[src/rtl/wma_pkg.sv]
package wma_pkg;

    // Field and datapath widths
    localparam int SAMPLE_W    = 16;
    localparam int WEIGHT_W    = 16;
    localparam int NUM_WEIGHTS = 8;
    localparam int WIDX_W      = $clog2(NUM_WEIGHTS);
    localparam int CFG_INDEX_W = 4;
    localparam int PROD_W      = SAMPLE_W + WEIGHT_W;
    // Eight products plus the rounding bias, with headroom
    localparam int ACC_W       = PROD_W + 4;

    // Q1.15 rounding: add half an LSB, then shift by the fraction width
    localparam int ROUND_SHIFT = 15;
    localparam int ROUND_HALF  = 1 << (ROUND_SHIFT - 1);

    typedef logic signed [SAMPLE_W-1:0] sample_t;
    typedef logic signed [WEIGHT_W-1:0] weight_t;
    typedef logic signed [PROD_W-1:0]   prod_t;
    typedef logic signed [ACC_W-1:0]    acc_t;

    localparam weight_t WEIGHT_RESET = 16'sd4096;
    localparam sample_t SAMPLE_MAX   = 16'sh7FFF;
    localparam sample_t SAMPLE_MIN   = 16'sh8000;

    // Pipeline control handed to the datapath stages
    typedef struct packed {
        logic advance;  // whole pipeline moves one stage
        logic load;     // a new sample transfer is taken this cycle
    } pipe_ctrl_t;

endpackage

[src/rtl/wma_reduce.sv]
module wma_reduce
    import wma_pkg::*;
#(
    parameter int TAPS = 8
) (
    input  prod_t [TAPS-1:0] prods,
    output sample_t          average,
    output logic             saturated
);

    acc_t sum;
    acc_t scaled;

    // Sum of products in Q.15, exact
    always_comb begin
        sum = '0;
        for (int k = 0; k < TAPS; k++) begin
            sum = sum + acc_t'(prods[k]);
        end
    end

    // Round half up, floor shift back to sample scale
    assign scaled = (sum + acc_t'(ROUND_HALF)) >>> ROUND_SHIFT;

    // Clip to the 16-bit sample range
    always_comb begin
        if (scaled > acc_t'(SAMPLE_MAX)) begin
            average   = SAMPLE_MAX;
            saturated = 1'b1;
        end else if (scaled < acc_t'(SAMPLE_MIN)) begin
            average   = SAMPLE_MIN;
            saturated = 1'b1;
        end else begin
            average   = sample_t'(scaled);
            saturated = 1'b0;
        end
    end

endmodule
[config.mk]
export PLATFORM = sky130hd
export DESIGN_NAME = wma_reduce
export DESIGN_NICKNAME = d
export VERILOG_FILES = /design/src/rtl/wma_pkg.sv /design/src/rtl/wma_reduce.sv
export SDC_FILE = /design/constraint.sdc
export NUM_CORES = 1
export LEC_CHECK = 0
export ABC_CLOCK_PERIOD_IN_PS = 11060
export BUFFER_PORTS_ARGS = -buffer_cell sky130_fd_sc_hd__buf_2
export CAP_MARGIN = 0
export CORE_ASPECT_RATIO = 0.9
export CORE_MARGIN = 8
export CORE_UTILIZATION = 30
export DETAILED_ROUTE_END_ITERATION = 8
export SYNTH_ARGS = -nofsm -noshare
export SYNTH_HDL_FRONTEND = slang
export SYNTH_SLANG_ARGS = --single-unit
[constraint.sdc]
create_clock -name vclk -period 11.06
set_input_delay 2.212 -clock vclk [all_inputs]
set_output_delay 2.212 -clock vclk [all_outputs]
set_load 0.01 [all_outputs]
Yosys cells after proc, flatten, opt, wreduce, memory -nomap -nowiden --
Cells that the tools add are included.
Storage, ports and cells: input bits 256, output and inout bits 17, logic and storage cells 14, flip-flop bits (word level) 0
Operators by class: muxes and demuxes 4, magnitude comparators 2, add/sub/neg operators 8
Operators with widths (count):
- 36-bit by 32-bit adder with 36-bit output | 3
- 35-bit by 32-bit adder with 36-bit output | 1
- 36-bit by 16-bit adder with 36-bit output (second input constant) | 1
- 34-bit by 32-bit adder with 35-bit output | 1
- 33-bit by 32-bit adder with 34-bit output | 1
- 32-bit by 32-bit adder with 33-bit output | 1
- 16-bit 2-to-1 mux | 2
- 21-bit by 16-bit > comparator with 1-bit output (second input constant) | 1
- 21-bit by 16-bit less-than comparator with 1-bit output (second input constant) | 1
- 1-bit 2-to-1 mux | 2

Longest topological paths before layout --
depth after elaboration 11, depth in mapped cells 20, mapped depth without buffers 19

Worst setup path before layout --
OpenSTA, ideal clock, no wires.
kind input to output, from in prods[9] (netlist bit), to out average[12], path slack 1839 ps, buffers on the path 2, stages on the path 20, data arrival time 7009 ps, data required time 8848 ps, cells stage by stage inv_1 -> fa_1 -> inv_1 -> fa_1 -> fa_1 -> inv_1 -> fa_1 -> inv_1 -> ha_1 -> a2111oi_2 -> o21ai_1 -> a22o_1 -> a221o_1 -> buf_2 -> a2bb2oi_2 -> nand3_1 -> a2111oi_2 -> a21oi_2 -> buf_6 -> o21ai_1
On the way: word-level cells in the longest chain between the ends 11, elaborated cells on any way between the ends 12, classes of those cells add/sub: 8; order compare: 2; mux: 2
Ends and longest elaborated chain:
- start, declared | line wma_reduce.sv:6 | input prod_t [TAPS-1:0] prods,
- 32-bit by 32-bit adder with 33-bit output * | line wma_reduce.sv:18 | sum = sum + acc_t'(prods[k]);
- 33-bit by 32-bit adder with 34-bit output * | line wma_reduce.sv:18
- 34-bit by 32-bit adder with 35-bit output * | line wma_reduce.sv:18
- 35-bit by 32-bit adder with 36-bit output * | line wma_reduce.sv:18
- 36-bit by 32-bit adder with 36-bit output * (3 in series) | line wma_reduce.sv:18
- 36-bit by 16-bit adder with 36-bit output * | line wma_reduce.sv:23 | assign scaled = (sum + acc_t'(ROUND_HALF)) >>> ROUND_SHIFT;
- 21-bit by 16-bit less-than comparator with 1-bit output | line wma_reduce.sv:30 | end else if (scaled < acc_t'(SAMPLE_MIN)) begin
- 16-bit 2-to-1 mux | line wma_reduce.sv:30
- 16-bit 2-to-1 mux * | line wma_reduce.sv:27 | if (scaled > acc_t'(SAMPLE_MAX)) begin
- end, declared | line wma_reduce.sv:7 | output sample_t average,
Every way passes the cells marked *; elsewhere a longest branch is shown, timed or not.

Worst setup path after layout --
from in prods[12] (netlist bit), to out average[4]
The elaborated chain is that of the path after synthesis.

==> impl_metrics.env <==
export IMPL_status="finished clean"
export IMPL_synth_area_per_cell_um2=8.74
export IMPL_yosysWarnings=0
export IMPL_final_util=0.376
export IMPL_gp_congestion=0.870
export IMPL_synth_top_area_cell="fa_1"
export IMPL_diodes=0
export IMPL_initial_core_util=0.305
export IMPL_vias=5861
export IMPL_postCtsHoldBufs=0
export IMPL_grt_overflow_total=0
export IMPL_cts_resized=0
export IMPL_slew_headroom=0.386
export IMPL_drtAntennaViolNets=0
export IMPL_synth_area_mux_share=0.00135
export IMPL_die_area_um2=30000
export IMPL_synth_top_cell_area_share=0.525
export IMPL_fill_cells=2539
export IMPL_drv_cap=0
export IMPL_nets=1633
export IMPL_start_kind="input pin"
export IMPL_ys_seq_area_frac=0
export IMPL_report_final_slew_viol_count=0
export IMPL_fin_crit_ps=10160
export IMPL_synthXorXnorAreaFrac=0.0225
export IMPL_antenna_found_initial=0
export IMPL_path_cells="buf_2, inv_1, fa_1, inv_1, fa_1, fa_1, inv_1, fa_1, inv_1, ha_1, a21oi_1, o21ai_0, o311ai_0, buf_4, nor4bb_1, o31a_1, xor2_1, nand2_1, o31ai_4, a21oi_1, buf_2"
export IMPL_seq_area_um2=0
export IMPL_critPathKind="input pin to output pin"
export IMPL_area_delta_synth_final_pct=23.3
export IMPL_cts_setup_buffers=0
export IMPL_synth_compound_area_share=0.0857
export IMPL_grt_pass1_vias=6499
export IMPL_die_x_um=182
export IMPL_syn_num_nets=1362
export IMPL_synth_top_family_by_area="adder cells"
export IMPL_cp_end_kind="output pin"
export IMPL_final_hold_violation_count=0
export IMPL_synth_adder_area_share=0.635
export IMPL_yosys_area_share_simple=0.0473
export IMPL_cp_required_ps=8850
export IMPL_io_buffers=273
export IMPL_ys_types=43
export IMPL_rows=54
export IMPL_hold_path_class="input pin to output pin"
export IMPL_fp_dieH_um=165
export IMPL_fin_hold_ws_ps=5670
export IMPL_syn_inst=847
export IMPL_drt_iter0_markers=168
export IMPL_grt_max_degree=16
export IMPL_vias_per_cell=4.12
export IMPL_grt_total_usage=0.122
export IMPL_crit_buf_inv=7
export IMPL_dp_hpwl_mm=17.8
export IMPL_arrival_ps=7950
export IMPL_fin_crit_sh=0.919
export IMPL_routed_wl_mm=18.1
export IMPL_fmax_mhz=98.4
export IMPL_wire_per_inst_um=12.7
export IMPL_io_pins=273
export IMPL_seq_cell_count=0
export IMPL_drt_pass1_iterations=4
export IMPL_rsz0062_at_grt="false"
export IMPL_core_area_um2=24300
export IMPL_syn_area_um2=7400
export IMPL_crit_slowest_cell="o31ai_4"
export IMPL_max_slew_worst_pin_slew_ps=921
export IMPL_remaining_drc_errors=0
export IMPL_drive_above_1_share=0.255
export IMPL_finalSetupViolCount=0
export IMPL_slowest_delay_ps=680
export IMPL_grt_first_pass_wirelength_mm=30.5
export IMPL_fin_setup_tns_ps=0
export IMPL_n_clock_buffer=0
export IMPL_multi_input_comb_area_um2=5860
export IMPL_path_max_fanout=15
export IMPL_critical_path_top_delay_family="adder cells"
export IMPL_synth_area_leaders="fa_1, inv_1, ha_1"
-- Yosys cell counts --
| library cell | number |
|---|---|
| or3_1 | 2 |
| fa_1 | 194 |
| a2111o_1 | 1 |
| inv_1 | 402 |
| o211ai_1 | 3 |
| o21ai_0 | 15 |
| clkbuf_1 | 2 |
| a2111oi_2 | 2 |
| o21bai_1 | 1 |
| nor4_1 | 3 |
| a21oi_2 | 2 |
| o41ai_1 | 1 |
| a2111oi_0 | 1 |
| a2bb2oi_2 | 1 |
| nand2_1 | 15 |
| buf_6 | 2 |
| o21ai_2 | 4 |
| o311ai_0 | 1 |
| mux2i_1 | 1 |
| and4_1 | 2 |
| nor3_1 | 8 |
| a211oi_1 | 5 |
| nor2_1 | 14 |
| o2bb2ai_1 | 2 |
| nand3b_1 | 1 |
| buf_2 | 1 |
| o31a_1 | 1 |
| nand2b_1 | 3 |
| ha_1 | 65 |
| a31oi_1 | 4 |
| a21o_1 | 14 |
| nand3_1 | 7 |
| and3_1 | 1 |
| or2_2 | 1 |
| o31ai_4 | 1 |
| a21oi_1 | 23 |
| xnor2_1 | 8 |
| nand4_1 | 11 |
| a22o_1 | 1 |
| a221o_1 | 2 |
| o21ai_1 | 7 |
| xor2_1 | 11 |
| nor4bb_1 | 1 |
-- stage by stage --
step           worst slack (ps)  std cells  area, µm²
3_5_place_dp                918       1424       9130
5_1_grt                     435       1424       9130
4_1_cts                     862       1424       9130
2_1_floorplan              1840        847       7400
6_report                    901       1424       9130
3_3_place_gp                931       1424       9130
-- final timing paths --
| check | start | end | cells after the start |
|---|---|---|---|
| max | prods[12] | average[4] | 21 |
| min | prods[248] | average[11] | 8 |
-- cell families after synthesis --
family | Yosys count
adders and majority gates | 259
and+or+nand+nor | 69
AOI/OAI and AO/OA | 92
muxes | 1
buffers and inverters | 407
xor gates and xnor gates | 19
-- placed cells by master (no fill, tap or decap), types with 2 or more instances in the layout --
master / Yosys / final
a2111oi_2: 2 / 2
a211oi_1: 5 / 5
a21o_1: 14 / 14
a21oi_1: 23 / 23
a21oi_2: 2 / 2
a221o_1: 2 / 2
a31oi_1: 4 / 4
and4_1: 2 / 2
buf_2: 1 / 273
fa_1: 194 / 194
ha_1: 65 / 65
inv_1: 402 / 402
nand2_1: 15 / 15
nand2b_1: 3 / 3
nand3_1: 7 / 7
nand4_1: 11 / 11
nor2_1: 14 / 14
nor3_1: 8 / 8
nor4_1: 3 / 3
o211ai_1: 3 / 3
o21ai_0: 15 / 15
o21ai_1: 7 / 7
o21ai_2: 4 / 4
o2bb2ai_1: 2 / 2
or3_1: 2 / 2
xnor2_1: 8 / 8
xor2_1: 11 / 11
-- layer usage --
layer	vias up	track usage	share of wire
li1	2929	-	-
met1	2780	0.158	0.43
met2	152	0.226	0.51
met3	0	0.0194	0.062
met4	0	0	0
met5	-	0	0
-- cell type report --
type / instances / share of cell area
multi-input cells: 440 / 0.642
inverters: 402 / 0.165
repair buffers: 274 / 0.151
well taps: 308 / 0.0422
-- tightest hold or removal path, stage by stage --
cell,delay (ps)
buf_2,80
ha_1,140
fa_1,200
fa_1,180
ha_1,250
xor2_1,120
a21oi_1,140
buf_2,150
Power is left out: the tool's default activity adds up to more than one toggle a clock period on the data nets, which glitch-free logic cannot reach.
