`config.mk`:
```
export PLATFORM = sky130hd
export DESIGN_NAME = wma_taps
export DESIGN_NICKNAME = d
export VERILOG_FILES = /design/src/rtl/wma_pkg.sv /design/src/rtl/wma_taps.sv
export SDC_FILE = /design/constraint.sdc
export NUM_CORES = 1
export LEC_CHECK = 0
export CELL_PAD_IN_SITES_DETAIL_PLACEMENT = 0
export CELL_PAD_IN_SITES_GLOBAL_PLACEMENT = 1
export CORE_ASPECT_RATIO = 1.5
export CORE_MARGIN = 3
export CORE_UTILIZATION = 48
export DETAILED_ROUTE_END_ITERATION = 12
export DONT_BUFFER_PORTS = 1
export GPL_ROUTABILITY_DRIVEN = 0
export PLACE_DENSITY_LB_ADDON = 0.1
export SETUP_SLACK_MARGIN = 0.5
export SYNTH_ARGS = -nofsm -noshare
export SYNTH_HDL_FRONTEND = slang
export SYNTH_SLANG_ARGS = --single-unit
```
`constraint.sdc`:
```
create_clock -name aclk -period 1.15 [get_ports aclk]
set_clock_uncertainty 0.15 [all_clocks]
set_input_delay 0.23 -clock aclk [delete_from_list [all_inputs] [get_ports aclk]]
set_output_delay 0.23 -clock aclk [all_outputs]
set_load 0.03 [all_outputs]
```
`src/rtl/wma_pkg.sv`:
```
package wma_pkg;

    // Field and datapath widths
    localparam int SAMPLE_W    = 16;
    localparam int WEIGHT_W    = 16;
    localparam int NUM_WEIGHTS = 8;
    localparam int WIDX_W      = $clog2(NUM_WEIGHTS);
    localparam int CFG_INDEX_W = 4;
    localparam int PROD_W      = SAMPLE_W + WEIGHT_W;
    // Eight products plus the rounding bias, with headroom
    localparam int ACC_W       = PROD_W + 4;

    // Q1.15 rounding: add half an LSB, then shift by the fraction width
    localparam int ROUND_SHIFT = 15;
    localparam int ROUND_HALF  = 1 << (ROUND_SHIFT - 1);

    typedef logic signed [SAMPLE_W-1:0] sample_t;
    typedef logic signed [WEIGHT_W-1:0] weight_t;
    typedef logic signed [PROD_W-1:0]   prod_t;
    typedef logic signed [ACC_W-1:0]    acc_t;

    localparam weight_t WEIGHT_RESET = 16'sd4096;
    localparam sample_t SAMPLE_MAX   = 16'sh7FFF;
    localparam sample_t SAMPLE_MIN   = 16'sh8000;

    // Pipeline control handed to the datapath stages
    typedef struct packed {
        logic advance;  // whole pipeline moves one stage
        logic load;     // a new sample transfer is taken this cycle
    } pipe_ctrl_t;

endpackage

```
`src/rtl/wma_taps.sv`:
```
module wma_taps
    import wma_pkg::*;
#(
    parameter int TAPS = 8
) (
    input  logic                 aclk,
    input  logic                 aresetn,
    input  pipe_ctrl_t           ctrl,
    input  sample_t              sample_in,
    output sample_t [TAPS-1:0]   taps
);

    sample_t [TAPS-1:0] taps_reg;
    sample_t [TAPS-1:0] taps_next;

    // Newest sample enters at tap 0, the oldest drops off the end
    always_comb begin
        taps_next    = taps_reg;
        taps_next[0] = sample_in;
        for (int k = 1; k < TAPS; k++) begin
            taps_next[k] = taps_reg[k-1];
        end
    end

    // Window starts out as all zeros
    always_ff @(posedge aclk) begin
        if (!aresetn) begin
            taps_reg <= '0;
        end else if (ctrl.load) begin
            taps_reg <= taps_next;
        end
    end

    assign taps = taps_reg;

endmodule

```
## Yosys cells after proc, flatten, opt, wreduce, memory -nomap -nowiden

Cells that the tools add are included.

| word-level totals | value |
|---|---|
| flip-flop bits (word level) | 128 |
| word-level logic and storage cells | 8 |
| output and inout bits | 128 |
| input bits | 20 |

## Logic depth before layout (Yosys ltp)

Gate-level depths: netlist of run 1.

| logic depth | value |
|---|---|
| depth after elaboration | 0 |
| mapped depth | 4 |
| mapped depth without buffers | 2 |

## Worst setup path before layout of run 1

Ideal clock, no wire load.

| timing path | value |
|---|---|
| kind | input-to-reg |
| start | input port aresetn |
| end | register taps_reg, in the netlist taps[100] |
| stages on the path | 3 |
| arrival | 0.808 ns |
| data required time | 0.935 ns |
| setup slack | 0.127 ns |
| setup time | 0.065 ns |
| path through | clkbuf_1 clkbuf_1 nor2b_1 |

RTL lines:

| what | line | text |
|---|---|---|
| start, declared | wma_taps.sv:7 | `input logic aresetn,` |
| end signal, assigned | wma_taps.sv:30 | `taps_reg <= taps_next;` |
| end, declared | wma_taps.sv:13 | `sample_t [TAPS-1:0] taps_reg;` |

No word-level cell between the ends.

## Final worst setup path of run 1

| timing path | value |
|---|---|
| start | register taps_reg, in the netlist taps[23] |
| end | output port taps[23] in the netlist's numbering |

RTL lines:

| what | line | text |
|---|---|---|
| end, declared | wma_taps.sv:10 | `output sample_t [TAPS-1:0] taps` |

No word-level cell between the ends.

==> flow_metrics.env, run 1 <==
export IMPL_synthArstFlopShare=0
export IMPL_final_max_slew_viol_count=0
export IMPL_dp_hpwl_mm=5.717
export IMPL_reg2reg_depth=2
export IMPL_sw_frac_of_total=0.2176
export IMPL_synth_edf_count=0
export IMPL_largest_register_ff_count=128
export IMPL_grt_pass1_vias=2632
export IMPL_drive_above_1_share=0.3798
export IMPL_holdWs_ns=-0.1889
export IMPL_setup_viol=128
export IMPL_rsz0062_at_grt="yes"
export IMPL_syn_nets=432
export IMPL_worstPathArrival_ns=0.82
export IMPL_cp_end_kind="output port"
export IMPL_die_w_um=89.07
export IMPL_row_count=44
export IMPL_fin_nets=423
export IMPL_coreArea_um2=9910
export IMPL_cellPowerDensity_nw_per_um2=1665
export IMPL_p_seq_frac=0.459
export IMPL_syn_area_um2=4969
export IMPL_drtIter0Drc=98
export IMPL_gr_usage_all_layers=0.1578
export IMPL_postRouteAntennaNets=0
export IMPL_holdPathEnd="taps[13]"
export IMPL_tightest_slew_ns=0.2737
export IMPL_numCtsBuffers=17
export IMPL_grt_pass1_wl_mm=14.03
export IMPL_synthCells=412
export IMPL_max_freq_mhz=834.7
export IMPL_clock_sinks=128
export IMPL_start_util=0.5014
export IMPL_ys_types=6
export IMPL_routed_via_count=2719
export IMPL_min_delay_path_depth=1
export IMPL_critPathMaxFanout=3
export IMPL_pwr_share_clk=0.518
export IMPL_drt_pass1_iterations=4
export IMPL_syn_avg_cell_area_um2=12.06
export IMPL_layout_setup_ws_ns=-0.04799
export IMPL_p_leak_nw=2.265
export IMPL_drc=0
export IMPL_outcome="finished, violations left"
export IMPL_ys_seq_elements=128
export IMPL_cts_max_level=4
export IMPL_overflow=0
export IMPL_finalCritPeriodShare=1.042
export IMPL_ir_worst_vdd_v=0.001079
export IMPL_synth_top_cell_area_share=0.5157
export IMPL_worstSkewPairLatency_ns=0.40
export IMPL_critPathRequiredTime_ns=0.77
export IMPL_p_sw_mw=2.117
export IMPL_synth_seq_area_share=0.5157
export IMPL_num_fill_cells=846
export IMPL_viasPerCell=5.121
export IMPL_dieHeight_um=130.6
export IMPL_holdCritStartpoint="aresetn"
export IMPL_clkTransAtPathRegs_ns=0.06
export IMPL_hold_path_class="primary input to flip-flop"
export IMPL_antenna_cells=0
export IMPL_rrSetupSlack_ns=0.28
export IMPL_finalCriticalPeriod_ns=1.198
export IMPL_synth_commonest_cells="128 x dfxtp_1, 128 x mux2i_1, 128 x nor2b_1, 14 x clkbuf_1, 13 x buf_12"
export IMPL_combPwrFrac=0.023
export IMPL_io_pins=148
export IMPL_hold_viol=128
export IMPL_ys_top_cells_by_area="dfxtp_1 52%, mux2i_1 26%, nor2b_1 16%"
export IMPL_max_slew_margin=0.8175
export IMPL_dieArea_um2=11630
export IMPL_place_ws_ns=0.2991
export IMPL_wl_per_cell_um=16.80
export IMPL_grt_max_degree=129
export IMPL_cts_tree="yes"
export IMPL_yosys_area_top_type="dfxtp_1"
export IMPL_r2r_start="taps[19]"
export IMPL_internal_power_mw=7.615
export IMPL_cp_start_kind="flip-flop"
export IMPL_max_cap_violations=0
export IMPL_p_total_mw=9.732
export IMPL_critPathKind="flip-flop to output port"
export IMPL_synthFlopType="dfxtp_1"
export IMPL_root_buffer="clkbuf_16"
export IMPL_drt_wl_total_mm=8.922
export IMPL_violations="negative hold slack, negative setup slack"
export IMPL_max_clock_path_buffers=2
export IMPL_area_growth_pct=17.63
export IMPL_rr_endpoint="taps[35]"
export IMPL_antenna_found_initial=0
export IMPL_portBuffers=0
export IMPL_postCtsSetupRepairBufs=0
export IMPL_yosys_warnings=0
-- routing by layer --
layer | GRT usage | up-vias | routed length, um
li1 | - | 1370 | -
met1 | 0.1956 | 1238 | 3910
met2 | 0.2310 | 102 | 4119
met3 | 0.07654 | 9 | 790
met4 | 0.07099 | 0 | 102
met5 | 0 | - | 0
-- worst max-delay path by stage --
stage	depth (start not counted)	slack, ns	start	endpoint
3_3_place_gp	2	0.32	taps[15]	taps[31]
5_1_grt	0	-0.09	taps[15]	taps[15]
3_5_place_dp	2	0.30	taps[65]	taps[81]
6_report	0	-0.05	taps[23]	taps[23]
2_1_floorplan	3	0.15	aresetn	taps[100]
4_1_cts	0	-0.07	taps[15]	taps[15]
-- kinds of logic after synthesis --
logic type | count (synthesis) | share of synthesized area
multiplexers | 128 | 0.2579
buffers and inverters | 28 | 0.06522
flip-flops | 128 | 0.5157
AND/OR/NAND/NOR | 128 | 0.1612
-- repair_timing --
action / CTS / global route
gates resized for setup: 0 / 1
endpoints found under the setup margin: 256 / 256
endpoints found under the hold margin: 128 / 128
-- area by class of cell --
cell class              instances  area, um2  share of cell area
flip-flops and latches        128       3043              0.5207
clock inverters                15      146.4             0.02505
well taps                     115      143.9             0.02462
clock buffers                  17      425.4             0.07279
multi-input cells             256       2086              0.3569
-- worst reg2reg max path, stage by stage (launching register included) --
cell	delay [ns]
dfxtp_4	0.38
mux2i_1	0.16
nor2b_1	0.06
-- power by group through the flow --
stage               Clock (mW)  Sequential, mW  Combinational, mW
global placement             0            4.56              0.225
CTS                       5.19            4.47              0.231
detailed placement           0            4.56              0.231
global route              5.41            4.47              0.249
finish                    5.04            4.46              0.228
floorplan                    0            4.53              0.465
-- cells in the final DEF, fill, tap and decap left out --
master	n
mux2i_1	127
mux2i_2	1
clkinv_4	4
bufinv_16	2
nor2b_1	128
clkinv_2	2
clkinv_1	3
clkbuf_16	17
clkinvlp_4	4
dfxtp_4	128
-- through the flow --
stage                 util  hold WS (ns)  std cells  instance area, um2  setup TNS (ns)
floorplan                -        0.2481        412                5480               0
global placement    0.5317        0.2139        499                5269               0
detailed placement  0.5317        0.2187        499                5269               0
CTS                 0.5894       -0.2095        531                5841          -7.601
global route        0.5898       -0.2157        531                5844          -9.477
finish              0.5898       -0.1889        531                5844          -4.403
Power figures use the tool's default switching activity.
==> run 2: changes to the inputs <==
--- a/config.mk
+++ b/config.mk
@@ -13,7 +13,7 @@
 export DETAILED_ROUTE_END_ITERATION = 12
 export DONT_BUFFER_PORTS = 1
 export GPL_ROUTABILITY_DRIVEN = 0
-export PLACE_DENSITY_LB_ADDON = 0.1
+export PLACE_DENSITY = 0.79
 export SETUP_SLACK_MARGIN = 0.5
 export SYNTH_ARGS = -nofsm -noshare
 export SYNTH_HDL_FRONTEND = slang
==> flow_metrics.env, run 2 (synthesis gave the netlist of run 1 again) <==
export IMPL_area_growth_pct=17.68
export IMPL_cp_start_kind="flip-flop"
export IMPL_holdCritStartpoint="aresetn"
export IMPL_p_leak_nw=2.280
export IMPL_numCtsBuffers=17
export IMPL_io_pins=148
export IMPL_row_count=44
export IMPL_worstPathArrival_ns=0.81
export IMPL_drt_wl_total_mm=8.970
export IMPL_gr_usage_all_layers=0.1574
export IMPL_critPathKind="flip-flop to output port"
export IMPL_grt_max_degree=129
export IMPL_postCtsSetupRepairBufs=0
export IMPL_dp_cells=499
export IMPL_sw_frac_of_total=0.2064
export IMPL_coreArea_um2=9910
export IMPL_setup_viol=128
export IMPL_hold_viol=128
export IMPL_cts_max_level=4
export IMPL_cts_tree="yes"
export IMPL_rr_endpoint="taps[36]"
export IMPL_max_clock_path_buffers=2
export IMPL_critPathRequiredTime_ns=0.77
export IMPL_clock_sinks=128
export IMPL_min_delay_path_depth=1
export IMPL_overflow=0
export IMPL_portBuffers=0
export IMPL_grt_pass1_vias=2616
export IMPL_drt_pass1_iterations=4
export IMPL_critPathMaxFanout=3
export IMPL_drtIter0Drc=95
export IMPL_routed_via_count=2728
export IMPL_pwr_share_clk=0.524
export IMPL_dp_hpwl_mm=5.772
export IMPL_die_w_um=89.07
export IMPL_drive_above_1_share=0.3726
export IMPL_final_core_util=0.5900
export IMPL_root_buffer="clkbuf_16"
export IMPL_layout_setup_ws_ns=-0.04316
export IMPL_ir_worst_vdd_v=0.001309
export IMPL_r2r_start="taps[20]"
export IMPL_max_cap_violations=0
export IMPL_final_area_um2=5847
export IMPL_max_slew_margin=0.9022
export IMPL_final_max_slew_viol_count=0
export IMPL_p_seq_frac=0.453
export IMPL_finalCriticalPeriod_ns=1.193
export IMPL_holdWs_ns=-0.1907
export IMPL_cp_end_kind="output port"
export IMPL_wl_per_cell_um=16.89
export IMPL_finalCritPeriodShare=1.038
export IMPL_internal_power_mw=7.821
export IMPL_holdPathEnd="taps[61]"
export IMPL_start_util=0.5014
export IMPL_cts_repair_resized=0
export IMPL_rrSetupSlack_ns=0.28
export IMPL_cellPowerDensity_nw_per_um2=1685
export IMPL_rsz0062_at_grt="yes"
export IMPL_max_freq_mhz=838.1
export IMPL_worstSkewPairLatency_ns=0.40
export IMPL_fin_cells=531
export IMPL_largest_register_ff_count=128
export IMPL_fin_nets=423
export IMPL_hold_path_class="primary input to flip-flop"
export IMPL_antenna_found_initial=0
export IMPL_final_cell_mix="128 x mux2i_1, 128 x nor2b_1, 128 x dfxtp_4"
export IMPL_drc=0
export IMPL_viasPerCell=5.137
export IMPL_dieHeight_um=130.6
export IMPL_antenna_cells=0
export IMPL_reg2reg_depth=2
export IMPL_clkTransAtPathRegs_ns=0.05
export IMPL_dieArea_um2=11630
export IMPL_postRouteAntennaNets=0
export IMPL_dpl_cell_area_um2=5269
export IMPL_outcome="finished, violations left"
export IMPL_tightest_slew_ns=0.1426
export IMPL_p_sw_mw=2.034
export IMPL_combPwrFrac=0.023
export IMPL_grt_pass1_wl_mm=14.15
export IMPL_violations="negative hold slack, negative setup slack"
-- run 2: cell count changes in the layout (fill, tap and decap cells not counted), sizes merged --
cell,delta
bufinv,+1
clkbuf,+2
clkinv,-1
clkinvlp,-2
-- run 2: worst reg2reg max path, delay by kind of cell (launching register included) --
kind,cells,cell delay (ns)
muxes,1,0.16
DFF,1,0.38
and+or+nand+nor,1,0.06
-- run 2: cell type report --
type                       count  area [um2]
clock buffer                  19       432.9
clock inverter                13       145.1
fill                         828        4063
multi-input combinational    256        2082
sequential                   128        3043
tap                          115       143.9
-- run 2: worst max path at each step --
| stage | slack, ns | from | endpoint | cells after the start |
|---|---|---|---|---|
| 5_1_grt | -0.08 | taps[61] | taps[61] | 0 |
| 3_3_place_gp | 0.31 | taps[50] | taps[66] | 2 |
| 3_5_place_dp | 0.28 | taps[20] | taps[36] | 2 |
| 6_report | -0.04 | taps[81] | taps[81] | 0 |
| 2_1_floorplan | 0.15 | aresetn | taps[100] | 3 |
| 4_1_cts | -0.07 | taps[81] | taps[81] | 0 |
-- run 2: through the flow --
stage / total power [mW] / setup WS (ns) / setup TNS [ns]
floorplan: 4.999 / 0.1491 / 0
global placement: 4.784 / 0.3111 / 0
detailed placement: 4.793 / 0.2804 / 0
CTS: 10.00 / -0.07164 / -7.150
global route: 10.22 / -0.07695 / -8.078
finish: 9.854 / -0.04316 / -4.045
-- run 2: layer usage --
metal / global-route usage / vias to the layer above / routed length [um] / share of wire
li1: - / 1365 / - / -
met1: 0.1976 / 1255 / 3891 / 0.43
met2: 0.2336 / 99 / 4227 / 0.47
met3: 0.06775 / 9 / 755 / 0.084
met4: 0.07099 / 0 / 95 / 0.011
met5: 0 / - / 0 / 0
-- run 2: repair_timing --
action,4_1_cts,5_1_grt
hold endpoints to repair,128,128
endpoints found under the setup margin,256,256
cloned,0,0
pin swaps,0,0
-- run 2: power by group through the flow --
stage | Sequential, mW | Clock, mW | Combinational [mW]
5_1_grt | 4.48 | 5.49 | 0.248
4_1_cts | 4.47 | 5.30 | 0.231
2_1_floorplan | 4.53 | 0 | 0.465
3_5_place_dp | 4.56 | 0 | 0.231
3_3_place_gp | 4.56 | 0 | 0.224
6_report | 4.46 | 5.16 | 0.229
==> run 3: changes to the inputs <==
--- a/config.mk
+++ b/config.mk
@@ -13,7 +13,7 @@
 export DETAILED_ROUTE_END_ITERATION = 12
 export DONT_BUFFER_PORTS = 1
 export GPL_ROUTABILITY_DRIVEN = 0
-export PLACE_DENSITY = 0.79
+export PLACE_DENSITY = 0.89
 export SETUP_SLACK_MARGIN = 0.5
 export SYNTH_ARGS = -nofsm -noshare
 export SYNTH_HDL_FRONTEND = slang
==> flow_metrics.env, run 3 (synthesis gave the netlist of run 1 again) <==
export IMPL_numCtsBuffers=17
export IMPL_final_core_util=0.5886
export IMPL_worstSkewPairLatency_ns=0.40
export IMPL_holdCritStartpoint="aresetn"
export IMPL_portBuffers=0
export IMPL_globalRouteMet2Util=0.2454
export IMPL_cp_start_kind="flip-flop"
export IMPL_critPathRequiredTime_ns=0.77
export IMPL_holdWs_ns=-0.1895
export IMPL_violations="negative hold slack, negative setup slack"
export IMPL_largest_register_ff_count=128
export IMPL_hold_viol=128
export IMPL_io_pins=148
export IMPL_max_slew_margin=0.8665
export IMPL_layout_setup_ws_ns=-0.04807
export IMPL_final_cell_mix="128 x nor2b_1, 128 x dfxtp_4, 126 x mux2i_1"
export IMPL_clkTransAtPathRegs_ns=0.06
export IMPL_rrSetupSlack_ns=0.28
export IMPL_gr_usage_all_layers=0.1572
export IMPL_p_leak_nw=2.263
export IMPL_grt_pass1_wl_mm=14.06
export IMPL_max_cap_violations=0
export IMPL_final_max_slew_viol_count=0
export IMPL_dieArea_um2=11630
export IMPL_row_count=44
export IMPL_met1_usage=0.1884
export IMPL_grt_max_degree=129
export IMPL_cellPowerDensity_nw_per_um2=1652
export IMPL_die_w_um=89.07
export IMPL_finalCriticalPeriod_ns=1.198
export IMPL_drive_above_1_share=0.3774
export IMPL_finalCritPeriodShare=1.042
export IMPL_tightest_slew_ns=0.2003
export IMPL_holdPathEnd="taps[24]"
export IMPL_num_fill_cells=795
export IMPL_wl_per_cell_um=17.02
export IMPL_cp_end_kind="output port"
export IMPL_coreArea_um2=9910
export IMPL_cts_tree="yes"
export IMPL_outcome="finished, violations left"
export IMPL_min_delay_path_depth=1
export IMPL_rr_endpoint="taps[101]"
export IMPL_critPathKind="flip-flop to output port"
export IMPL_postRouteAntennaNets=0
export IMPL_worstPathArrival_ns=0.82
export IMPL_critPathMaxFanout=3
export IMPL_p_total_mw=9.635
export IMPL_overflow=0
export IMPL_routed_via_count=2758
export IMPL_setup_viol=128
export IMPL_r2r_start="taps[101]"
export IMPL_hold_path_class="primary input to flip-flop"
export IMPL_viasPerCell=5.194
export IMPL_antenna_cells=0
export IMPL_drt_pass1_iterations=4
export IMPL_root_buffer="clkbuf_16"
export IMPL_max_freq_mhz=834.7
export IMPL_top_usage_layer="met2"
export IMPL_drtIter0Drc=84
export IMPL_antenna_found_initial=0
export IMPL_ir_worst_vdd_v=0.001354
export IMPL_reg2reg_depth=2
export IMPL_area_growth_pct=17.40
export IMPL_drc=0
export IMPL_cts_max_level=4
export IMPL_fin_nets=423
export IMPL_grtUsageMet3=0.06399
export IMPL_postCtsSetupRepairBufs=0
export IMPL_drt_wl_total_mm=9.037
export IMPL_rsz0062_at_grt="yes"
export IMPL_place_ws_ns=0.2794
export IMPL_grt_pass1_vias=2711
export IMPL_max_clock_path_buffers=2
export IMPL_dp_hpwl_mm=6.018
export IMPL_dieHeight_um=130.6
export IMPL_start_util=0.5014
export IMPL_clock_sinks=128
-- run 3: routing by layer --
layer / wire length (um) / vias up
li1: - / 1369
met5: 0 / -
met3: 668 / 10
met4: 138 / 0
met2: 4426 / 98
met1: 3804 / 1281
-- run 3: worst max-delay path by stage --
stage,startpoint,to,slack (ns),cells past startpoint
finish,taps[15],taps[15],-0.05,0
global route,taps[15],taps[15],-0.08,0
CTS,taps[75],taps[75],-0.07,0
detailed placement,taps[74],taps[90],0.28,2
global placement,taps[15],taps[31],0.31,2
floorplan,aresetn,taps[100],0.15,3
-- run 3: area by class of cell --
type	instances	area, um2	share of cell area
clock buffer	21	440.4	0.07550
sequential	128	3043	0.5217
clock inverter	11	116.4	0.01995
tap	115	143.9	0.02467
multi-input combinational	256	2090	0.3582
-- run 3: power by group --
part | total [mW] | switching, mW | internal [mW]
Clock | 4.94 | 1.77 | 3.17
Combinational | 0.230 | 0.0372 | 0.193
Sequential | 4.47 | 0.204 | 4.26
Total | 9.63 | 2.01 | 7.62
-- run 3: timing repair --
item                                   in CTS  in global routing
resized for setup                           0                  2
pin swaps                                   0                  0
endpoints found under the hold margin     128                128
setup endpoints to repair                 256                256
-- run 3: per-stage QoR --
stage / setup TNS [ns] / std cells / cell area (um2)
after CTS: -6.946 / 531 / 5826
after global placement: 0 / 499 / 5269
after detailed placement: 0 / 499 / 5269
after floorplan: 0 / 412 / 5480
final: -3.953 / 531 / 5833
after global routing: -8.367 / 531 / 5833
